--- src/rtl/wecc_pkg.sv ---
// Package for the window endpoint / corner classifier.
// Holds field widths, register indexes, frame limits and result kinds.
// No dependencies; the interfaces and the top level import it.
package wecc_pkg;

  localparam int MAX_WIDTH  = 1024;
  localparam int MAX_HEIGHT = 1024;
  localparam int MIN_DIM    = 3;

  localparam int PIXEL_W = 32;
  localparam int CFG_W   = 11;
  localparam int COL_W   = $clog2(MAX_WIDTH);
  localparam int ROW_W   = $clog2(MAX_HEIGHT);
  localparam int COORD_W = 10;
  localparam int COUNT_W = 3;
  localparam int IDX_W   = 2;

  localparam logic [PIXEL_W-1:0] BACKGROUND = 32'hFFFF_FFFF;

  localparam logic [IDX_W-1:0] CFG_FRAME_WIDTH  = 2'd0;
  localparam logic [IDX_W-1:0] CFG_FRAME_HEIGHT = 2'd1;

  localparam logic KIND_ENDPOINT = 1'b0;
  localparam logic KIND_CORNER   = 1'b1;

  localparam logic [CFG_W-1:0] WIDTH_RESET  = 11'd640;
  localparam logic [CFG_W-1:0] HEIGHT_RESET = 11'd480;

  // Each line store entry packs the upper row bit (1) and middle row bit (0).
  localparam int STORE_W = 2;

endpackage

--- src/rtl/wecc_if.sv ---
// Valid/ready stream interfaces for the classifier's pixel and result channels.
// Depends on wecc_pkg for payload widths.
interface wecc_in_if import wecc_pkg::*; ();
  logic               valid;
  logic               ready;
  logic [PIXEL_W-1:0] pixel;

  modport source (output valid, output pixel, input ready);
  modport sink   (input valid, input pixel, output ready);
endinterface

interface wecc_out_if import wecc_pkg::*; ();
  logic               valid;
  logic               ready;
  logic [COORD_W-1:0] center_x;
  logic [COORD_W-1:0] center_y;
  logic               kind;
  logic [COUNT_W-1:0] ones_count;

  modport source (output valid, output center_x, output center_y, output kind,
                  output ones_count, input ready);
  modport sink   (input valid, input center_x, input center_y, input kind,
                  input ones_count, output ready);
endinterface

--- src/rtl/wecc_ram.sv ---
// Generic simple dual-port RAM: one write port, one read port, registered read.
// Depends on nothing; used for the classifier's line stores.
module wecc_ram #(
  parameter int WIDTH = 2,
  parameter int DEPTH = 1024
) (
  input  logic                     clk,
  input  logic                     we,
  input  logic [$clog2(DEPTH)-1:0] waddr,
  input  logic [WIDTH-1:0]         wdata,
  input  logic                     re,
  input  logic [$clog2(DEPTH)-1:0] raddr,
  output logic [WIDTH-1:0]         rdata
);

  logic [WIDTH-1:0] mem [DEPTH];

  always_ff @(posedge clk) begin
    if (we) begin
      mem[waddr] <= wdata;
    end
    if (re) begin
      rdata <= mem[raddr];
    end
  end

endmodule

--- src/rtl/window_endpoint_corner_classifier.sv ---
// Top level of the 3x3 window endpoint / corner classifier.
// Depends on wecc_pkg, wecc_if (stream interfaces) and wecc_ram (line stores).
//
//   channel  | dir | transfer when        | payload
//   ---------+-----+----------------------+----------------------------------------
//   in_chan  | in  | valid && ready       | pixel[31:0]
//   out_chan | out | valid && ready       | center_x, center_y, kind, ones_count
//   cfg_*    | in  | cfg_wr_en            | cfg_index, cfg_wdata[10:0]
//
// One pixel per cycle sustained while out_chan is not stalled; a transferred pixel
// loads the read stage (line store read), then its window count loads the output
// register, from which the result transfers.
// After reset a clearing pass zeroes all 1024 line store entries, one entry per
// cycle; in_chan.ready stays low meanwhile, configuration writes still land.
// A stalled result holds the window stage; one pixel may still enter behind it.
module window_endpoint_corner_classifier import wecc_pkg::*; (
  input  logic             clk,
  input  logic             rst_n,
  wecc_in_if.sink          in_chan,
  wecc_out_if.source       out_chan,
  input  logic             cfg_wr_en,
  input  logic [IDX_W-1:0] cfg_index,
  input  logic [CFG_W-1:0] cfg_wdata
);

  // configuration
  logic [CFG_W-1:0] width_r, height_r;
  logic [CFG_W-1:0] width_eff, height_eff;

  // clearing pass
  logic             clr_busy_r;
  logic [COL_W-1:0] clr_addr_r;

  // position counters
  logic [COL_W-1:0] col_r, col_nxt;
  logic [ROW_W-1:0] row_r, row_nxt;

  // read stage
  logic             s1_valid_r;
  logic [COL_W-1:0] s1_col_r;
  logic [ROW_W-1:0] s1_row_r;
  logic             s1_bit_r;
  logic             s1_adv;

  // window and result
  logic [8:0]         window_r, window_nxt;
  logic [3:0]         cnt;
  logic               produce;
  logic               out_valid_r;
  logic [COORD_W-1:0] cx_r, cy_r;
  logic               kind_r;
  logic [COUNT_W-1:0] ones_r;

  // line store
  logic [STORE_W-1:0] rd_data, wr_data;
  logic [COL_W-1:0]   wr_addr;
  logic               wr_en;
  logic               accept;

  always_comb begin
    if (width_r < CFG_W'(MIN_DIM))         width_eff = CFG_W'(MIN_DIM);
    else if (width_r > CFG_W'(MAX_WIDTH))  width_eff = CFG_W'(MAX_WIDTH);
    else                                   width_eff = width_r;
    if (height_r < CFG_W'(MIN_DIM))        height_eff = CFG_W'(MIN_DIM);
    else if (height_r > CFG_W'(MAX_HEIGHT)) height_eff = CFG_W'(MAX_HEIGHT);
    else                                   height_eff = height_r;
  end

  assign s1_adv         = s1_valid_r && (!out_valid_r || out_chan.ready);
  assign in_chan.ready  = !clr_busy_r && (!s1_valid_r || s1_adv);
  assign accept         = in_chan.valid && in_chan.ready;

  // advance raster position, wrap at row and frame end
  always_comb begin
    col_nxt = col_r;
    row_nxt = row_r;
    if ({1'b0, col_r} + 1'b1 >= width_eff) begin
      col_nxt = '0;
      if ({1'b0, row_r} + 1'b1 >= height_eff) row_nxt = '0;
      else                                     row_nxt = row_r + 1'b1;
    end else begin
      col_nxt = col_r + 1'b1;
    end
  end

  // shift in the new column: bit 0 top row, bit 1 middle, bit 2 bottom
  always_comb begin
    window_nxt = {window_r[5:0], s1_bit_r, rd_data[0], rd_data[1]};
    cnt = '0;
    for (int i = 0; i < 9; i++) begin
      cnt = cnt + {3'b000, window_nxt[i]};
    end
    produce = (s1_col_r >= COL_W'(2)) && (s1_row_r >= ROW_W'(2)) &&
              (cnt == 4'd1 || cnt == 4'd3 || cnt == 4'd5);
  end

  // clearing pass writes zeros; otherwise middle row moves up, new pixel becomes the middle row
  always_comb begin
    if (clr_busy_r) begin
      wr_en   = 1'b1;
      wr_addr = clr_addr_r;
      wr_data = '0;
    end else begin
      wr_en   = s1_adv;
      wr_addr = s1_col_r;
      wr_data = {rd_data[0], s1_bit_r};
    end
  end

  wecc_ram #(
    .WIDTH (STORE_W),
    .DEPTH (MAX_WIDTH)
  ) u_line_store (
    .clk   (clk),
    .we    (wr_en),
    .waddr (wr_addr),
    .wdata (wr_data),
    .re    (accept),
    .raddr (col_r),
    .rdata (rd_data)
  );

  always_ff @(posedge clk) begin
    if (!rst_n) begin
      width_r     <= WIDTH_RESET;
      height_r    <= HEIGHT_RESET;
      clr_busy_r  <= 1'b1;
      clr_addr_r  <= '0;
      col_r       <= '0;
      row_r       <= '0;
      s1_valid_r  <= 1'b0;
      window_r    <= '0;
      out_valid_r <= 1'b0;
    end else begin
      if (cfg_wr_en && cfg_index == CFG_FRAME_WIDTH)  width_r  <= cfg_wdata;
      if (cfg_wr_en && cfg_index == CFG_FRAME_HEIGHT) height_r <= cfg_wdata;

      if (clr_busy_r) begin
        clr_addr_r <= clr_addr_r + 1'b1;
        if (clr_addr_r == COL_W'(MAX_WIDTH - 1)) clr_busy_r <= 1'b0;
      end

      if (accept) begin
        col_r      <= col_nxt;
        row_r      <= row_nxt;
        s1_valid_r <= 1'b1;
      end else if (s1_adv) begin
        s1_valid_r <= 1'b0;
      end

      if (s1_adv) window_r <= window_nxt;

      if (s1_adv && produce)   out_valid_r <= 1'b1;
      else if (out_chan.ready) out_valid_r <= 1'b0;
    end
  end

  // payload registers, no reset
  always_ff @(posedge clk) begin
    if (accept) begin
      s1_col_r <= col_r;
      s1_row_r <= row_r;
      s1_bit_r <= (in_chan.pixel != BACKGROUND);
    end
    if (s1_adv && produce) begin
      cx_r   <= COORD_W'(s1_col_r - 1'b1);
      cy_r   <= COORD_W'(s1_row_r - 1'b1);
      kind_r <= (cnt == 4'd1) ? KIND_ENDPOINT : KIND_CORNER;
      ones_r <= cnt[COUNT_W-1:0];
    end
  end

  assign out_chan.valid      = out_valid_r;
  assign out_chan.center_x   = cx_r;
  assign out_chan.center_y   = cy_r;
  assign out_chan.kind       = kind_r;
  assign out_chan.ones_count = ones_r;

endmodule
--- src/flat_wrapper.sv ---
// flat-port wrapper written by rule: the top's interface ports become plain ports
module window_endpoint_corner_classifier_flat import wecc_pkg::*;
  (clk, rst_n, cfg_wr_en, cfg_index, cfg_wdata, in_chan_valid, in_chan_pixel, in_chan_ready, out_chan_valid, out_chan_center_x, out_chan_center_y, out_chan_kind, out_chan_ones_count, out_chan_ready);
  wecc_in_if in_chan_i ();
  wecc_out_if out_chan_i ();
  input  logic clk;
  input  logic rst_n;
  input  logic cfg_wr_en;
  input  logic [IDX_W-1:0] cfg_index;
  input  logic [CFG_W-1:0] cfg_wdata;
  input wire logic [$bits(in_chan_i.valid)-1:0] in_chan_valid;
  input wire logic [$bits(in_chan_i.pixel)-1:0] in_chan_pixel;
  output wire logic [$bits(in_chan_i.ready)-1:0] in_chan_ready;
  output wire logic [$bits(out_chan_i.valid)-1:0] out_chan_valid;
  output wire logic [$bits(out_chan_i.center_x)-1:0] out_chan_center_x;
  output wire logic [$bits(out_chan_i.center_y)-1:0] out_chan_center_y;
  output wire logic [$bits(out_chan_i.kind)-1:0] out_chan_kind;
  output wire logic [$bits(out_chan_i.ones_count)-1:0] out_chan_ones_count;
  input wire logic [$bits(out_chan_i.ready)-1:0] out_chan_ready;
  assign in_chan_i.valid = in_chan_valid;
  assign in_chan_i.pixel = in_chan_pixel;
  assign in_chan_ready = in_chan_i.ready;
  assign out_chan_valid = out_chan_i.valid;
  assign out_chan_center_x = out_chan_i.center_x;
  assign out_chan_center_y = out_chan_i.center_y;
  assign out_chan_kind = out_chan_i.kind;
  assign out_chan_ones_count = out_chan_i.ones_count;
  assign out_chan_i.ready = out_chan_ready;
  window_endpoint_corner_classifier u_core (.clk(clk), .rst_n(rst_n), .in_chan(in_chan_i), .out_chan(out_chan_i), .cfg_wr_en(cfg_wr_en), .cfg_index(cfg_index), .cfg_wdata(cfg_wdata));
endmodule
--- config.mk ---
export PLATFORM = sky130hd
export DESIGN_NAME = window_endpoint_corner_classifier_flat
export DESIGN_NICKNAME = d
export VERILOG_FILES = /design/src/rtl/wecc_pkg.sv /design/src/rtl/wecc_if.sv /design/src/rtl/wecc_ram.sv /design/src/rtl/window_endpoint_corner_classifier.sv /design/src/flat_wrapper.sv
export SDC_FILE = /design/constraint.sdc
export NUM_CORES = 2
export LEC_CHECK = 0
export BUFFER_PORTS_ARGS = -buffer_cell sky130_fd_sc_hd__buf_2
export CAP_MARGIN = 20
export CORE_AREA = 8 8 464 466
export DETAILED_ROUTE_END_ITERATION = 8
export DIE_AREA = 0 0 472 474
export PLACE_DENSITY = 0.69
export REMOVE_ABC_BUFFERS = 1
export SYNTH_ARGS = -nofsm -noshare
export SYNTH_HDL_FRONTEND = slang
export SYNTH_SLANG_ARGS = --single-unit
--- constraint.sdc ---
create_clock -name clk -period 30.7 [get_ports clk]
set_input_delay 1.535 -clock clk [delete_from_list [all_inputs] [get_ports clk]]
set_output_delay 1.535 -clock clk [all_outputs]
set_load 0.05 [all_outputs]
[Word-level counts from Yosys, hierarchy flattened]
Memory sizes are Yosys's and may differ from the RTL's. A register that Yosys moved wholly into a read port is not among the register bits.
Cells that the tools add are included.
Word-level totals
  bits in registers: 106
  RAM bits: 2048
  input port bits: 50
  memories: 1
Memories
  u_core.u_line_store.mem: depth 1024, bits a word 2, rd ports 1, clocked after Yosys merged registers in 1, wr ports 1, line wecc_ram.sv:16  | logic [WIDTH-1:0] mem [DEPTH];
Operators by class
  add/sub/neg operators: 15
  magnitude comparators: 8
  eq/ne operators: 6
  multiplexer cells: 18
  reductions and logical operators: 19
Operators with widths (count)
  $mux 11: 4
  $ne 32x32->1 const B: 1
  $add 10x1->10 const B: 3
  $mux 10: 3
  $add 4x1->4: 6
  $add 10x1->11 const B: 2
  $ge 11x11->1: 2
  $gt 11x11->1 const B: 2
  $lt 11x2->1 const B: 2
  $ge 10x2->1 const B: 2
  $sub 10x1->10 const B: 2
  $eq 10x10->1 const B: 1
  $mux 1: 10
  $logic_and 1x1->1: 8
  $eq 4x1->1 const B: 1
  $eq 4x2->1 const B: 1
  $eq 4x3->1 const B: 1
  $logic_or 1x1->1: 4
  $reduce_bool 2->1: 2
  $add 2x1->3: 1
  $logic_not 1->1: 3
  $add 1x1->2: 1
  $eq 2x1->1 const B: 1
  $logic_not 2->1: 1
  other kinds (2): 2

[Longest topological paths before layout]
  word-level depth: 14
  gate-level depth with buffers: 21
  mapped depth without buffers: 13

[Cells and area by module]
From an unflattened synthesis, not the netlist that was laid out.
Second synthesis, totals
  cells, all modules: 5342
  area, all modules: 89211.8 um^2
By module, submodules not included
  wecc_ram: instances 1, cells an instance 4793, area an instance 83777.8 um^2
  window_endpoint_corner_classifier: instances 1, cells an instance 549, area an instance 5434.0 um^2

[Worst setup path after synthesis]
No wires, ideal clock.
  path kind: reg2reg
  start: register u_core.clr_busy_r
  end: memory u_core.u_line_store.mem[0][0] (data pin)
  library setup time: 5.200 ns
  arrival: 25.585 ns
  required time: 25.500 ns
  path slack: -0.085 ns
  cell stages (with the launch flop): 5
  buffers on the path: 3
  cells stage by stage: dfxtp_1 -> clkbuf_1 -> clkbuf_1 -> buf_1 -> nor2b_1
On the way
  longest elaborated chain between the ends: 1
Ends and longest elaborated chain
  start, declared: line window_endpoint_corner_classifier.sv:31  | logic clr_busy_r;
  start signal, assigned: line window_endpoint_corner_classifier.sv:127  | clr_busy_r <= 1'b1;
  start signal, assigned: line window_endpoint_corner_classifier.sv:140  | if (clr_addr_r == COL_W'(MAX_WIDTH - 1)) clr_busy_r <= 1'b0;
  $mux 2: line window_endpoint_corner_classifier.sv:99  | if (clr_busy_r) begin
  net u_core.u_line_store.wdata[0]: line wecc_ram.sv:10  | input logic [WIDTH-1:0] wdata,
  end, declared: line wecc_ram.sv:16
The timed path passes the listed nets, and every way through them passes these cells.

==> impl_metrics.py <==
metrics = {
    "outcome": {
        "status": "completed",
    },
    "setup_path": {
        "max_stage_delay_ns": 0.81,
        "critPathKind": "reg2reg",
        "startpoint": "u_core.col_r[0]",
        "cp_common_cell": "buf_4",
        "worstSetupEndpointType": "register",
        "critical_path.top_delay_family": "buffers and inverters",
        "start_kind": "register",
        "reg2reg_slack_ns": 24.02,
        "worstRegToRegCells": 12,
        "path_max_fanout": 43,
        "r2r-start": "u_core.col_r[0]",
        "worst-path-buf-inv": 4,
        "r2r_end": "u_core.u_line_store.rdata[0]",
        "crit_arrival_ns": 7.28,
        "crit_slowest_cell": "dfxtp_4",
        "path_cells": "buf_4 > buf_4 > buf_4 > buf_4 > mux4_2 > a22o_1 > a221oi_1 > a2bb2oi_1 > a311oi_1 > a2111o_1 > o31ai_1 > a211o_1",
        "required_ns": 31.30,
    },
    "synthesis": {
        "synth.yosys.seq_area_share": 0.723,
        "synth-edff-count": 2095,
        "netlist_area_um2": 88700,
        "synthTopCellsByCount": "2095 x edfxtp_1, 1093 x nor2_1, 459 x mux4_2",
        "ys_types": 75,
        "yosysTopAreaCell": "edfxtp_1",
        "ys.flop_type": "edfxtp_1",
        "yosys_warnings": 0,
        "netlist_instances": 5317,
        "synth-async-reset-ratio": 0,
        "synth_seq_cells": 2156,
        "syn-mean-instance-area_um2": 16.7,
        "synth.most_common_cell": "edfxtp_1",
        "synth_area_leaders": "edfxtp_1 71%, mux4_2 12%, nor2_1 4.6%, mux2i_1 2.0%, dfxtp_1 1.4%",
        "yosysTopAreaCellShare": 0.709,
    },
    "job": {
        "maxCapViolCount": 0,
    },
    "floorplanning": {
        "die_area_um2": 224000,
        "start_util": 0.426,
        "rows": 168,
        "dieWidth_um": 472,
        "die_h_um": 474,
        "ios": 76,
        "core-area_um2": 208000,
    },
    "cts": {
        "cts_root_buf": "clkbuf_16",
        "cts_tree": "built",
        "cts_sinks": 2156,
        "cts_setup_buffers": 0,
        "clkTransAtPathRegs_ns": 0.06,
        "ctsHoldBuffers": 0,
        "cts_inserted_buffers": 211,
        "postCtsResizedCells": 0,
        "h-tree-depth": 4,
        "clock_latency_ns": 0.87,
        "cts_buffer_depth": 3,
    },
    "sta": {
        "final.setup.tns_ns": 0,
        "setup_ws_ns": 24.02,
        "hold_violations": 0,
        "fmax_mhz": 150,
        "slew_viol_final": 0,
        "fin_crit_sh": 0.217,
        "fin_crit_ns": 6.68,
        "clock-skew-final_ns": 0.0572,
        "rsz0062_at_grt": "no",
        "final-setup-viol-count": 0,
        "worstMarginPinSlew_ns": 1.20,
        "slew-limit-headroom": 0.198,
    },
    "hold_path": {
        "whs_endpoint": "u_core.window_r[4]",
        "holdCritStartpoint": "u_core.window_r[4]",
        "whs_path_depth": 2,
        "min_path_type": "reg2reg",
    },
    "global_route": {
        "gr-usage-all-layers": 0.211,
        "met1_usage": 0.285,
        "grt_pass1_wl_mm": 349,
        "overflow": 0,
        "grt.met2_usage": 0.329,
        "antenna_found_initial": 6,
        "first_global_vias": 50400,
        "grt_max_degree": 257,
        "top_usage_layer": "met2",
        "grt_use_met3": 0.0506,
    },
    "routing": {
        "drtPass1Iterations": 6,
        "drc_errors": 0,
        "viasPerCell": 6.14,
        "postRouteAntennaNets": 0,
        "detail_route.iter0.violations": 7456,
        "drt_wl_total_mm": 243,
        "vias": 50700,
        "wl_per_cell_um": 29.5,
    },
    "power_and_ir_drop": {
        "power.leakage_nw": 34.7,
        "powerDensity_nw_per_um2": 58.3,
        "ir_worst_vdd_uv": 63.1,
    },
    "layout": {
        "final_util": 0.477,
        "area_growth_syn_to_layout_pct": 11.9,
        "seqCellArea_um2": 64100,
        "nets": 5433,
        "fillerInstances": 17200,
        "layout-drive-gt1-share": 0.192,
        "multi_input_area_um2": 22600,
    },
    "place": {
        "numPortBuffers": 75,
        "gp_congestion": 0.845,
        "hpwl_mm": 133,
        "pre_cts_slack_ns": 24.04,
    },
}
sequential cells by signal, summed over array words and instances (netlist names), 10 cells and up:
| signal | flops |
|---|---|
| u_core.out_chan.center_x | 10 |
| u_core.height_r | 11 |
| u_core.s1_col_r | 10 |
| u_core.col_r | 10 |
| u_core.clr_addr_r | 10 |
| u_core.u_line_store.mem | 2048 |
| u_core.row_r | 10 |
| u_core.width_r | 11 |
| u_core.out_chan.center_y | 10 |
| u_core.s1_row_r | 10 |
layout make-up:
class,count,share of cell area
flip-flops and latches,2156,0.646
inverters,40,0.00156
clock inverters,127,0.0128
well taps,2720,0.0343
multi-input cells,2708,0.228
repair buffers,230,0.0206
clock buffers,266,0.0563
diodes,8,0.000202
where the power goes:
part | total, mW | internal, mW | leakage [nW] | switching [mW]
clock | 2.57 | 1.45 | 3.33 | 1.11
combinational | 0.0413 | 0.00937 | 6.77 | 0.0319
sequential | 3.18 | 3.18 | 24.7 | 0.00173
metrics by stage:
step           instances  hold slack [ns]  area [um2]  power [mW]
3_3_place_gp        7829            0.455       91800        3.28
6_report            8255            0.479       99300        5.79
2_1_floorplan       4904            0.443       86700        3.26
5_1_grt             8247            0.500       99300        5.92
4_1_cts             8233            0.479       98900        5.81
3_5_place_dp        7840            0.470       92100        3.28
worst max path at each step:
| stage | end | slack [ns] | cells past startpoint |
|---|---|---|---|
| after floorplan | u_core.u_line_store.mem[0][0] | 0.03 | 1 |
| after global placement | u_core.u_line_store.rdata[0] | 24.16 | 12 |
| after detailed placement | u_core.u_line_store.rdata[0] | 24.04 | 12 |
| after CTS | u_core.u_line_store.rdata[0] | 23.96 | 12 |
| after global routing | u_core.u_line_store.rdata[0] | 23.64 | 12 |
| final | u_core.u_line_store.rdata[0] | 24.02 | 12 |
tightest hold or removal path, stage by stage, from the launching register on:
cell and delay, ns:
dfxtp_1 0.31, nand2_1 0.05, a21boi_0 0.07
cells by family after synthesis:
| family | share of synthesized area |
|---|---|
| mux | 0.137 |
| simple gates | 0.0707 |
| xor+xnor | 0.00405 |
| flops | 0.723 |
| compound gates | 0.0356 |
| buf+inv | 0.0239 |
| fa+ha+maj | 0.00550 |
routing by layer:
layer  share of wire  up-vias  wire (um)
met5        0.000074        -         18
met4           0.048        2      11700
met3            0.12      594      28600
met2            0.46     3291     112000
met1            0.38    26000      91300
li1                -    20700          -
cells in the final DEF, fill, tap and decap left out, types with 25 or more instances in the layout:
| master | count |
|---|---|
| o221ai_1 | 34 |
| clkinv_1 | 44 |
| edfxtp_1 | 2095 |
| clkbuf_16 | 216 |
| inv_1 | 36 |
| o22ai_1 | 26 |
| a221oi_1 | 46 |
| nor3_1 | 37 |
| a22oi_1 | 59 |
| a21boi_0 | 25 |
| ha_1 | 31 |
| mux2i_1 | 181 |
| nand3_1 | 40 |
| nand2_1 | 215 |
| xnor2_1 | 26 |
| clkbuf_1 | 50 |
| buf_2 | 75 |
| buf_4 | 124 |
| clkinv_2 | 43 |
| o21ai_0 | 65 |
| mux4_2 | 459 |
| dfxtp_1 | 55 |
| nor2_1 | 1090 |
| a21oi_1 | 67 |
Note: power is estimated with default switching activity, not from simulation.
